## src/rtl/core/mtt_pkg.sv

```systemverilog
package mtt_pkg;

  // Result items one input byte can cause
  localparam int MaxResults = 4;
  // Default depth of the queue between front and back
  localparam int QueueDepth = 2;

  localparam logic [7:0] ChrSpace  = 8'h20;
  localparam logic [7:0] ChrPeriod = 8'h2E;
  localparam logic [7:0] ChrComma  = 8'h2C;
  localparam logic [7:0] ChrDash   = 8'h2D;
  localparam logic [7:0] ChrZero   = 8'h30;
  localparam logic [7:0] ChrNine   = 8'h39;
  localparam logic [7:0] ChrUpperA = 8'h41;
  localparam logic [7:0] ChrUpperZ = 8'h5A;
  localparam logic [7:0] CaseShift = 8'h20;

  // One result item
  typedef struct packed {
    logic [7:0] data;
    logic       valid;
    logic       last;
  } item_t;

  // All result items of one input byte
  typedef struct packed {
    logic [2:0]                 cnt;
    item_t [MaxResults-1:0]     items;
  } bundle_t;

  // Queue status seen by front and back
  typedef struct packed {
    logic full;
    logic empty;
  } q_stat_t;

  function automatic logic is_digit(input logic [7:0] b);
    is_digit = (b >= ChrZero) && (b <= ChrNine);
  endfunction

  function automatic logic is_punct(input logic [7:0] b);
    is_punct = ((b >= 8'h21) && (b <= 8'h26)) || ((b >= 8'h28) && (b <= 8'h2B)) ||
               (b == 8'h2F) || ((b >= 8'h3A) && (b <= 8'h40)) ||
               ((b >= 8'h5B) && (b <= 8'h60)) || ((b >= 8'h7B) && (b <= 8'h7E));
  endfunction

endpackage

```

## src/rtl/core/mtt_front.sv

```systemverilog
module mtt_front (
  input  logic             clk,
  input  logic             rst_n,
  input  logic             in_valid,
  output logic             in_ready,
  input  logic [7:0]       in_byte,
  input  logic             in_end_of_line,
  input  mtt_pkg::q_stat_t q_stat,
  output logic             push,
  output mtt_pkg::bundle_t push_data
);
  import mtt_pkg::*;

  logic [7:0] held_mark_r, held_mark_nxt;
  logic       held_valid_r, held_valid_nxt;
  logic       prev_digit_r, prev_digit_nxt;
  logic       space_owed_r, space_owed_nxt;
  logic       line_started_r, line_started_nxt;
  logic       mark_open_r, mark_open_nxt;

  logic       accept;
  logic [7:0] c;
  logic       dig;
  logic       split;
  logic       open;
  logic [2:0] n;
  bundle_t    bnd;

  assign in_ready = !q_stat.full;
  assign accept   = in_valid && in_ready;

  // Lowercase and classify the request byte
  assign c   = ((in_byte >= ChrUpperA) && (in_byte <= ChrUpperZ)) ? in_byte + CaseShift
                                                                   : in_byte;
  assign dig = is_digit(c);

  always_comb begin
    split = 1'b0;
    open  = 1'b0;
    if (is_punct(c)) begin
      split = 1'b1;
    end else if ((c == ChrPeriod) || (c == ChrComma)) begin
      open  = prev_digit_r;
      split = !prev_digit_r;
    end else if (c == ChrDash) begin
      split = prev_digit_r;
    end
  end

  // Build the result bundle and the next line state
  always_comb begin
    held_mark_nxt    = held_mark_r;
    held_valid_nxt   = held_valid_r;
    prev_digit_nxt   = prev_digit_r;
    space_owed_nxt   = space_owed_r;
    line_started_nxt = line_started_r;
    mark_open_nxt    = 1'b0;
    n                = 3'd0;
    bnd              = '0;

    // Settle a pending period or comma with this byte as lookahead
    if (mark_open_r && !dig) begin
      bnd.items[n[1:0]] = '{data: ChrSpace, valid: 1'b1, last: 1'b0};
      n                 = n + 3'd1;
      space_owed_nxt    = 1'b1;
    end

    if (c == ChrSpace) begin
      space_owed_nxt = 1'b1;
      prev_digit_nxt = 1'b0;
    end else begin
      if (held_valid_r) begin
        bnd.items[n[1:0]] = '{data: held_mark_r, valid: 1'b1, last: 1'b0};
        n                 = n + 3'd1;
        if (space_owed_nxt || split) begin
          bnd.items[n[1:0]] = '{data: ChrSpace, valid: 1'b1, last: 1'b0};
          n                 = n + 3'd1;
        end
      end
      held_mark_nxt    = c;
      held_valid_nxt   = 1'b1;
      line_started_nxt = 1'b1;
      space_owed_nxt   = split;
      mark_open_nxt    = open;
      prev_digit_nxt   = dig;
    end

    // Close the line: trailing split mark, then the last byte or end marker
    if (in_end_of_line) begin
      if (mark_open_nxt && !n[2]) begin
        bnd.items[n[1:0]] = '{data: ChrSpace, valid: 1'b1, last: 1'b0};
        n                 = n + 3'd1;
      end
      if (!n[2]) begin
        if (held_valid_nxt && line_started_nxt) begin
          bnd.items[n[1:0]] = '{data: held_mark_nxt, valid: 1'b1, last: 1'b1};
        end else begin
          bnd.items[n[1:0]] = '{data: 8'h00, valid: 1'b0, last: 1'b1};
        end
        n = n + 3'd1;
      end
      held_mark_nxt    = '0;
      held_valid_nxt   = 1'b0;
      prev_digit_nxt   = 1'b0;
      space_owed_nxt   = 1'b0;
      line_started_nxt = 1'b0;
      mark_open_nxt    = 1'b0;
    end
    bnd.cnt = n;
  end

  assign push      = accept && (n != 3'd0);
  assign push_data = bnd;

  // Advance line state on each accepted request
  always_ff @(posedge clk) begin
    if (!rst_n) begin
      held_mark_r    <= '0;
      held_valid_r   <= 1'b0;
      prev_digit_r   <= 1'b0;
      space_owed_r   <= 1'b0;
      line_started_r <= 1'b0;
      mark_open_r    <= 1'b0;
    end else if (accept) begin
      held_mark_r    <= held_mark_nxt;
      held_valid_r   <= held_valid_nxt;
      prev_digit_r   <= prev_digit_nxt;
      space_owed_r   <= space_owed_nxt;
      line_started_r <= line_started_nxt;
      mark_open_r    <= mark_open_nxt;
    end
  end

endmodule

```

## src/rtl/core/mtt_queue.sv

```systemverilog
module mtt_queue #(
  parameter int Depth = mtt_pkg::QueueDepth
) (
  input  logic             clk,
  input  logic             rst_n,
  input  logic             push,
  input  mtt_pkg::bundle_t push_data,
  input  logic             pop,
  output mtt_pkg::bundle_t head,
  output mtt_pkg::q_stat_t q_stat
);
  import mtt_pkg::*;

  localparam int PtrW = (Depth > 1) ? $clog2(Depth) : 1;
  localparam int CntW = $clog2(Depth + 1);

  bundle_t           slots_r [Depth];
  logic [PtrW-1:0]   wr_ptr_r, wr_ptr_nxt;
  logic [PtrW-1:0]   rd_ptr_r, rd_ptr_nxt;
  logic [CntW-1:0]   count_r, count_nxt;
  logic              do_push;
  logic              do_pop;

  assign q_stat.full  = (count_r == CntW'(Depth));
  assign q_stat.empty = (count_r == '0);
  assign head         = slots_r[rd_ptr_r];

  assign do_push = push && !q_stat.full;
  assign do_pop  = pop && !q_stat.empty;

  always_comb begin
    wr_ptr_nxt = wr_ptr_r;
    rd_ptr_nxt = rd_ptr_r;
    count_nxt  = count_r;
    if (do_push) begin
      wr_ptr_nxt = (wr_ptr_r == PtrW'(Depth - 1)) ? '0 : wr_ptr_r + 1'b1;
    end
    if (do_pop) begin
      rd_ptr_nxt = (rd_ptr_r == PtrW'(Depth - 1)) ? '0 : rd_ptr_r + 1'b1;
    end
    if (do_push && !do_pop) begin
      count_nxt = count_r + 1'b1;
    end else if (!do_push && do_pop) begin
      count_nxt = count_r - 1'b1;
    end
  end

  // Hold queued bundles
  always_ff @(posedge clk) begin
    if (do_push) begin
      slots_r[wr_ptr_r] <= push_data;
    end
  end

  always_ff @(posedge clk) begin
    if (!rst_n) begin
      wr_ptr_r <= '0;
      rd_ptr_r <= '0;
      count_r  <= '0;
    end else begin
      wr_ptr_r <= wr_ptr_nxt;
      rd_ptr_r <= rd_ptr_nxt;
      count_r  <= count_nxt;
    end
  end

endmodule

```

## src/rtl/core/mtt_back.sv

```systemverilog
module mtt_back (
  input  logic             clk,
  input  logic             rst_n,
  input  mtt_pkg::bundle_t head,
  input  mtt_pkg::q_stat_t q_stat,
  output logic             pop,
  output logic             out_valid,
  input  logic             out_ready,
  output logic [7:0]       out_byte,
  output logic             out_byte_valid,
  output logic             out_last_of_line
);
  import mtt_pkg::*;

  logic [1:0] idx_r, idx_nxt;
  logic       out_valid_r, out_valid_nxt;
  item_t      out_item_r;
  logic       load;
  logic       emit;
  logic       at_end;

  // Refill the output register when it is empty or being taken
  assign load   = !out_valid_r || out_ready;
  assign emit   = load && !q_stat.empty;
  assign at_end = ({1'b0, idx_r} + 3'd1) == head.cnt;
  assign pop    = emit && at_end;

  always_comb begin
    idx_nxt       = idx_r;
    out_valid_nxt = out_valid_r;
    if (emit) begin
      out_valid_nxt = 1'b1;
      idx_nxt       = at_end ? 2'd0 : idx_r + 2'd1;
    end else if (load) begin
      out_valid_nxt = 1'b0;
    end
  end

  always_ff @(posedge clk) begin
    if (emit) begin
      out_item_r <= head.items[idx_r];
    end
  end

  always_ff @(posedge clk) begin
    if (!rst_n) begin
      idx_r       <= '0;
      out_valid_r <= 1'b0;
    end else begin
      idx_r       <= idx_nxt;
      out_valid_r <= out_valid_nxt;
    end
  end

  assign out_valid        = out_valid_r;
  assign out_byte         = out_item_r.data;
  assign out_byte_valid   = out_item_r.valid;
  assign out_last_of_line = out_item_r.last;

endmodule

```

## src/rtl/core/mt_eval_text_tokenizer.sv

```systemverilog
// Streaming line tokenizer in the mteval style: a line enters one byte per
// request and leaves as tokenized bytes, lowercased, punctuation split into
// tokens, space runs collapsed, with last_of_line on the final byte and a
// single end marker (byte_valid low) for a line that holds no token. The
// front classifies each byte combinationally and can take a new byte every
// cycle while the queue has room; it writes the zero to four result bytes
// that byte causes into a QUEUE_DEPTH-entry queue. The back drains that
// queue at one result byte per cycle, while out_ready is high, through a
// registered output, so the single output port sets the sustained rate.
// With the queue empty, the first result of a request passes through a
// queue slot and then the output register before it shows on the output.
module mt_eval_text_tokenizer #(
  parameter int QUEUE_DEPTH = mtt_pkg::QueueDepth
) (
  input  logic       clk,
  input  logic       rst_n,
  input  logic       in_valid,
  output logic       in_ready,
  input  logic [7:0] in_byte,
  input  logic       in_end_of_line,
  output logic       out_valid,
  input  logic       out_ready,
  output logic [7:0] out_byte,
  output logic       out_byte_valid,
  output logic       out_last_of_line
);
  import mtt_pkg::*;

  q_stat_t q_stat;
  logic    push;
  logic    pop;
  bundle_t push_data;
  bundle_t head;

  mtt_front u_front (
    .clk            (clk),
    .rst_n          (rst_n),
    .in_valid       (in_valid),
    .in_ready       (in_ready),
    .in_byte        (in_byte),
    .in_end_of_line (in_end_of_line),
    .q_stat         (q_stat),
    .push           (push),
    .push_data      (push_data)
  );

  mtt_queue #(
    .Depth (QUEUE_DEPTH)
  ) u_queue (
    .clk       (clk),
    .rst_n     (rst_n),
    .push      (push),
    .push_data (push_data),
    .pop       (pop),
    .head      (head),
    .q_stat    (q_stat)
  );

  mtt_back u_back (
    .clk              (clk),
    .rst_n            (rst_n),
    .head             (head),
    .q_stat           (q_stat),
    .pop              (pop),
    .out_valid        (out_valid),
    .out_ready        (out_ready),
    .out_byte         (out_byte),
    .out_byte_valid   (out_byte_valid),
    .out_last_of_line (out_last_of_line)
  );

endmodule

```

## config.mk

```make
export PLATFORM = sky130hd
export DESIGN_NAME = mt_eval_text_tokenizer
export DESIGN_NICKNAME = d
export VERILOG_FILES = /design/src/rtl/core/mtt_pkg.sv /design/src/rtl/core/mtt_front.sv /design/src/rtl/core/mtt_queue.sv /design/src/rtl/core/mtt_back.sv /design/src/rtl/core/mt_eval_text_tokenizer.sv
export SDC_FILE = /design/constraint.sdc
export NUM_CORES = 1
export LEC_CHECK = 0
export ABC_AREA = 1
export BUFFER_PORTS_ARGS = -buffer_cell sky130_fd_sc_hd__clkbuf_2
export CAP_MARGIN = 20
export CORE_AREA = 2 2 111 113
export DETAILED_ROUTE_END_ITERATION = 10
export DIE_AREA = 0 0 113 115
export PLACE_DENSITY = 0.71
export SETUP_SLACK_MARGIN = 0.2
export SLEW_MARGIN = 20
export SYNTH_ARGS = -nofsm -noshare
export SYNTH_HDL_FRONTEND = slang
export SYNTH_SLANG_ARGS = --single-unit
```

## constraint.sdc

```tcl
create_clock -name clk -period 5.6 [get_ports clk]
set_input_delay 0.56 -clock clk [delete_from_list [all_inputs] [get_ports clk]]
set_output_delay 0.56 -clock clk [all_outputs]
set_load 0.02 [all_outputs]
```

==> results of run 1 <==
## registers in the layout, indices dropped and copies added (netlist names), 2 cells and up, named ones only
name / cells
u_queue.slots_r: 86
u_back.out_byte: 8
u_front.held_mark_r: 8
u_back.idx_r: 2
u_queue.count_r: 2
## cells in the final DEF, fill, tap and decap left out, types with 5 or more instances in the layout
| cell | instances |
|---|---|
| a21oi_1 | 21 |
| a31oi_1 | 10 |
| buf_4 | 6 |
| clkbuf_16 | 19 |
| clkbuf_2 | 24 |
| clkbuf_8 | 5 |
| dfxtp_1 | 21 |
| edfxtp_1 | 96 |
| ha_1 | 15 |
| inv_1 | 53 |
| inv_2 | 5 |
| nand2_1 | 84 |
| nand2_2 | 15 |
| nand2_4 | 7 |
| nand3_1 | 26 |
| nand3_2 | 5 |
| nand4_1 | 6 |
| nor2_1 | 118 |
| o21ai_0 | 49 |
| o22ai_1 | 25 |
| xor2_1 | 6 |
## critical path, delay by kind of cell
| kind | cells | cell delay (ns) |
|---|---|---|
| AOI/OAI and AO/OA | 6 | 0.85 |
| and+or+nand+nor | 17 | 1.69 |
| adders and majority gates | 5 | 1.27 |
| buffers and inverters | 7 | 0.64 |
## metal layers
metal  wire length (um)  vias up  part of all wire (%)
met5                  0        -                     0
li1                   -     2160                     -
met1               5600     2081                    43
met2               6320      162                    48
met3                824       27                   6.3
met4                301        0                   2.3
## path summary, 6_finish.rpt
path / from / end / slack, ns / cells after the start
worst max-delay path: in_byte[5] / u_queue.count_r[1] / 0.90 / 35
worst max register to register: u_front.prev_digit_r / u_queue.count_r[1] / 1.47 / 27
worst min register to register: u_front.space_owed_r / u_front.space_owed_r / 0.47 / 2
worst min-delay path: out_ready / u_back.out_valid / 0.44 / 4
## synth_stat cells
library cell and count:
edfxtp_1 96, inv_1 53, nor2_4 1, a21o_1 1, buf_6 1, nand2_4 7, nor3_1 3, dfxtp_1 21
o211ai_1 3, a21oi_1 21, nand2_2 15, ha_1 15, a31oi_1 10, nand3b_4 1, nand2_1 84, inv_2 5
inv_4 2, clkbuf_1 18, nand4_2 1, o21ai_0 49, nand4_4 1, buf_2 2, mux2i_1 1, buf_1 2
o22ai_1 25, o21ai_1 4, xor2_1 6, o31ai_2 1, a211oi_1 2, or2_2 1, nand3_2 5, nand3_1 26
nand3b_1 1, nand4_1 6, o2111ai_1 1, nor2_1 119, nand3_4 1, o21ai_2 1
## cells by family after synthesis
| group | Yosys count | share of synthesized area [%] |
|---|---|---|
| and+or+nand+nor | 272 | 21.8 |
| buffers and inverters | 83 | 5.62 |
| muxes | 1 | 0.172 |
| AOI/OAI and AO/OA | 118 | 11.4 |
| DFF | 117 | 56.9 |
| adders and majority gates | 15 | 3.23 |
| xor gates and xnor gates | 6 | 0.905 |
## area by class of cell
type | instances | area [um2] | share of cell area [%]
clock buffers | 26 | 552 | 8.18
clock inverters | 6 | 85.1 | 1.26
inverters | 60 | 230 | 3.41
multi-input cells | 412 | 2190 | 32.4
flip-flops and latches | 117 | 3300 | 49.0
well taps | 147 | 184 | 2.73
repair buffers | 32 | 205 | 3.04
## power by group
group,internal [mW],leakage (nW),switching [mW]
clock,0.766,0.310,0.362
sequential,1.13,1.06,0.0436
combinational,0.230,1.34,0.531
total,2.13,2.71,0.937
==> metrics.cfg, run 1 <==
[yosys]
ys_ff_latch = 117
syn_nets = 640
synth_area_um2 = 5810
synthTopCellsByArea = edfxtp_1 (50%), nor2_1 (7.7%), dfxtp_1 (7.2%)
synth_cell_types = 38
synth.largest_area_cell = edfxtp_1
yosysTopAreaCellShare_pct = 49.6
avgSynthCellArea_um2 = 9.49
ys_warn_count = 0
synthCells = 612
synth_seq_area_share_pct = 56.9

[die]
boundaryPins = 25
die_x_um = 113
row_count = 40
die_h_um = 115
die-area_um2 = 13000
initial_core_util_pct = 49.2
core_um2 = 11800

[global_routing]
grt_pass1_vias = 4264
grt.busiest_layer = met2
grt_usage_pct = 20.6
globalRouteOverflowTotal = 0
grtUsageMet3_pct = 5.54
grtUsageMet1_pct = 24.5
grt_pass1_wl_mm = 20.6
grt_max_degree = 45
antenna_found_initial = 0
grt_util_met2_pct = 34.8

[critical_path]
cp_max_fo = 8
criticalPathCategory = in -> reg
arrival_ns = 4.99
crit_path_start_kind = input pin
critPathSlowestCell = o21ai_0
required_ns = 5.89
slowest_delay_ns = 0.31
cp-end-kind = flop
crit_top_cell = nand2_1

[timing]
finalSetupViolations = 0
whs_ns = 0.444
skew_ns = 0.00823
tightest_slew_ns = 0.913
relSlewSlack_pct = 38.9
hold_viol = 0
drv_slew = 0
period_share_pct = 83.9
finalSetupTns_ns = 0
worst_slack_ns = 0.900
fmax_ghz = 0.213
finalCriticalPeriod_ns = 4.70
rsz0062_at_grt = false

[route]
drcViolationCount = 1
drt_iter0_drc = 524
dr.pass1.iters = 10
viasPerCell = 5.54
avgRoutedWirePerCell_um = 16.3
routed-via-count = 4430
routed_wirelength_mm = 13.1
ant_nets = 0

[placement]
place.gp.congestion = 0.969
post_dp_cell_area_um2 = 6110
dp_slack_ns = 0.478
dpl.hpwl_mm = 8.38
portBuffers = 24
dp.cells = 768

[clocking]
cts-buffers-inserted = 17
cts-root-buf = clkbuf_16
cts_sinks = 117
cts_tree = built
h-tree-depth = 4
cts_resized = 0
clk_pin_slew_ns = 0.05
clock_path_buffers = 2
post_cts_buffers = 0
clk_latency_ns = 0.41
cts_hold_buf = 0

[layout]
syn_to_final_growth_pct = 16.1
num_antenna_cells = 0
n_fill_cell = 997
post-route-util_pct = 57.1
final_cells = 800
final_layout_size_suffix_gt1_share_pct = 15.9
nNetsFinal = 668
finalInstanceArea_um2 = 6750

[worst_hold_path]
hold_class = in -> reg

[pwr]
leakagePower_nw = 2.71
total_power_mw = 3.07
ir_worst_vdd_v = 0.000202
powerDensity_nw_per_um2 = 455

[flow_run]
cap_violations = 0

[run_status]
outcome = finished with violations
violations = design-rule violations

Power figures use the tool's default switching activity.
==> run 2: changes to the inputs <==
==> constraint.sdc (replaced) <==
create_clock -name clk -period 3.8 [get_ports clk]
set_input_delay 0.38 -clock clk [delete_from_list [all_inputs] [get_ports clk]]
set_output_delay 0.38 -clock clk [all_outputs]
set_load 0.02 [all_outputs]
==> run 2 against run 1 <==
The run still ends with design-rule violations left; core utilization rose by 8.3 points; first-iteration DRC count fell by 15%; sequential power rose by 47%; critical path type unchanged.
==> metrics.cfg, run 2 (synthesis results as in run 1) <==
[pwr]
ir_worst_vdd_v = 0.000340  ; +68%
leakagePower_nw = 3.16  ; +17%
clkPwrFrac_pct = 31.0  ; -5.8 points
switching_share_pct = 32.0  ; +1.4 points
seqPwrFrac_pct = 38.3  ; about the same
total_power_mw = 4.55  ; +49%
power.switching_mw = 1.46  ; +56%
powerDensity_nw_per_um2 = 589  ; +30%
power_frac_comb_pct = 30.7  ; +5.9 points
p_int_mw = 3.10  ; +45%

[placement]
portBuffers = 24  ; unchanged
place.gp.congestion = 0.862  ; -11%
dpl.hpwl_mm = 9.23  ; +10%
post_dp_cell_area_um2 = 6690  ; +9.5%
dp_slack_ns = -0.561  ; -1.04 ns

[route]
ant_nets = 0  ; unchanged
routed_wirelength_mm = 15.0  ; +15%
routed-via-count = 4952  ; +12%
dr.pass1.iters = 8  ; -2
avgRoutedWirePerCell_um = 17.0  ; +3.9%
drcViolationCount = 3  ; +2
viasPerCell = 5.58  ; +0.82%
drt_iter0_drc = 447  ; -15%

[layout]
max_flop_register = u_queue.slots_r
post-route-util_pct = 65.4  ; +8.3 points
largest_reg_flops = 86  ; unchanged
final_cell_mix = nor2_1 (115), edfxtp_1 (96), nand2_1 (77)
finalInstanceArea_um2 = 7730  ; +15%
syn_to_final_growth_pct = 33.0
nNetsFinal = 755  ; +13%
final_layout_size_suffix_gt1_share_pct = 29.7  ; +14 points
layout_commonest_cell = nor2_1
num_antenna_cells = 0  ; unchanged

[timing]
drv_slew = 0  ; unchanged
period_share_pct = 98.1
worst_slack_ns = 0.0733  ; -0.827 ns
fmax_ghz = 0.268
finalSetupViolations = 0  ; unchanged
rsz0062_at_grt = true
relSlewSlack_pct = 39.2  ; +0.30 points
tightest_slew_ns = 0.909  ; -0.00441 ns
hold_viol = 0  ; unchanged
skew_ns = 0.00689  ; -0.00134 ns
whs_ns = 0.277  ; -0.167 ns
finalCriticalPeriod_ns = 3.73

[global_routing]
grt_pass1_vias = 4746  ; +11%
grt_pass1_wl_mm = 22.8  ; +11%
antenna_found_initial = 0  ; unchanged
grt_usage_pct = 22.5  ; +1.8 points
globalRouteOverflowTotal = 0  ; unchanged
grt_max_degree = 44  ; -2.2%

[clocking]
clk_latency_ns = 0.41  ; about the same
cts-root-buf = clkbuf_16
cts_hold_buf = 0  ; unchanged
clk_pin_slew_ns = 0.05  ; about the same
cts_tree = built
clock_path_buffers = 2  ; unchanged
cts-buffers-inserted = 17  ; unchanged
cts_sinks = 117  ; unchanged
h-tree-depth = 4  ; unchanged

[run_status]
violations = design-rule violations
outcome = finished with violations

[worst_hold_path]
hold_class = in -> reg
min_to = u_back.out_valid
whs_path_depth = 4  ; unchanged
worstHoldStart = out_ready

[critical_path]
slowest_delay_ns = 0.26  ; -0.05 ns
r2r_end = u_queue.slots_r[1][8]
r2r_start = u_front.prev_digit_r
critPathSlowestCell = ha_4
cp-end-kind = flop
criticalPathCategory = in -> reg
crit_path_start_kind = input pin
required_ns = 3.97  ; -1.92 ns
crit_top_cell = nand2_2
reg2reg_depth = 25  ; -7.4%
cp_max_fo = 8  ; unchanged
reg2reg_slack_ns = 0.42  ; -1.05 ns
arrival_ns = 3.89  ; -1.10 ns

[die]
boundaryPins = 25  ; unchanged
die_x_um = 113  ; unchanged
row_count = 40  ; unchanged
core_um2 = 11800  ; unchanged
die_h_um = 115  ; unchanged
initial_core_util_pct = 49.2  ; unchanged
die-area_um2 = 13000  ; unchanged

[flow_run]
cap_violations = 0  ; unchanged

## run 2: cell count changes in the layout (fill, tap and decap cells not counted), sizes merged
cell	delta
bufinv	-2
buf	+83
clkbuf	+6
clkinvlp	+1
inv	-1
## run 2: per-stage QoR
step | instances | setup TNS [ns]
after floorplan | 612 | -36.94
after CTS | 869 | 0
after global routing | 887 | -8.22
final | 887 | 0
after global placement | 833 | -29.70
after detailed placement | 833 | -42.73
## run 2: timing repair
| action | CTS | global route |
|---|---|---|
| pin swaps | 7 | 19 |
| cloned | 0 | 9 |
| resized for setup | 10 | 37 |
| endpoints found under the setup margin | 90 | 143 |
| buffers inserted | 4 | 9 |
## run 2: final cells by class
| cell class | count | area (um2) |
|---|---|---|
| fillers | 867 | 4080 |
| clock inverters | 4 | 22.5 |
| flip-flops and latches | 117 | 3300 |
| well taps | 147 | 184 |
| repair buffers | 119 | 1070 |
| clock buffers | 28 | 507 |
| multi-input cells | 412 | 2390 |
| inverters | 60 | 250 |
## run 2: worst max path at each step
stage | slack (ns) | endpoint | start
detailed placement | -0.56 | u_queue.count_r[1] | in_byte[5]
CTS | 0.06 | u_queue.count_r[1] | in_byte[5]
finish | 0.07 | u_queue.slots_r[1][8] | in_byte[5]
global route | -0.15 | u_queue.slots_r[1][17] | in_byte[5]
floorplan | -0.46 | u_queue.slots_r[0][0] | in_byte[5]
global placement | -0.41 | u_queue.count_r[1] | in_byte[5]
## run 2: metal layers
metal  global-route usage [%]  share of wire [%]  up-vias
met3                     5.90                7.1       44
met5                        0                  0        -
met4                     10.8                3.8        0
li1                         -                  -     2343
met1                     28.0                 39     2326
met2                     36.7                 50      239
## run 2: critical path, delay by kind of cell
family,cells,cell delay (ns)
simple gates,17,1.49
buf+inv,10,0.98
fa+ha+maj,4,0.78
compound gates,2,0.23
## run 2: power by group through the flow
stage	registers, mW	clock network, mW	logic (mW)
finish	1.74	1.41	1.40
global route	1.76	1.48	1.54
detailed placement	1.77	0	1.19
floorplan	1.84	0	0.721
global placement	1.76	0	1.16
CTS	1.74	1.42	1.21
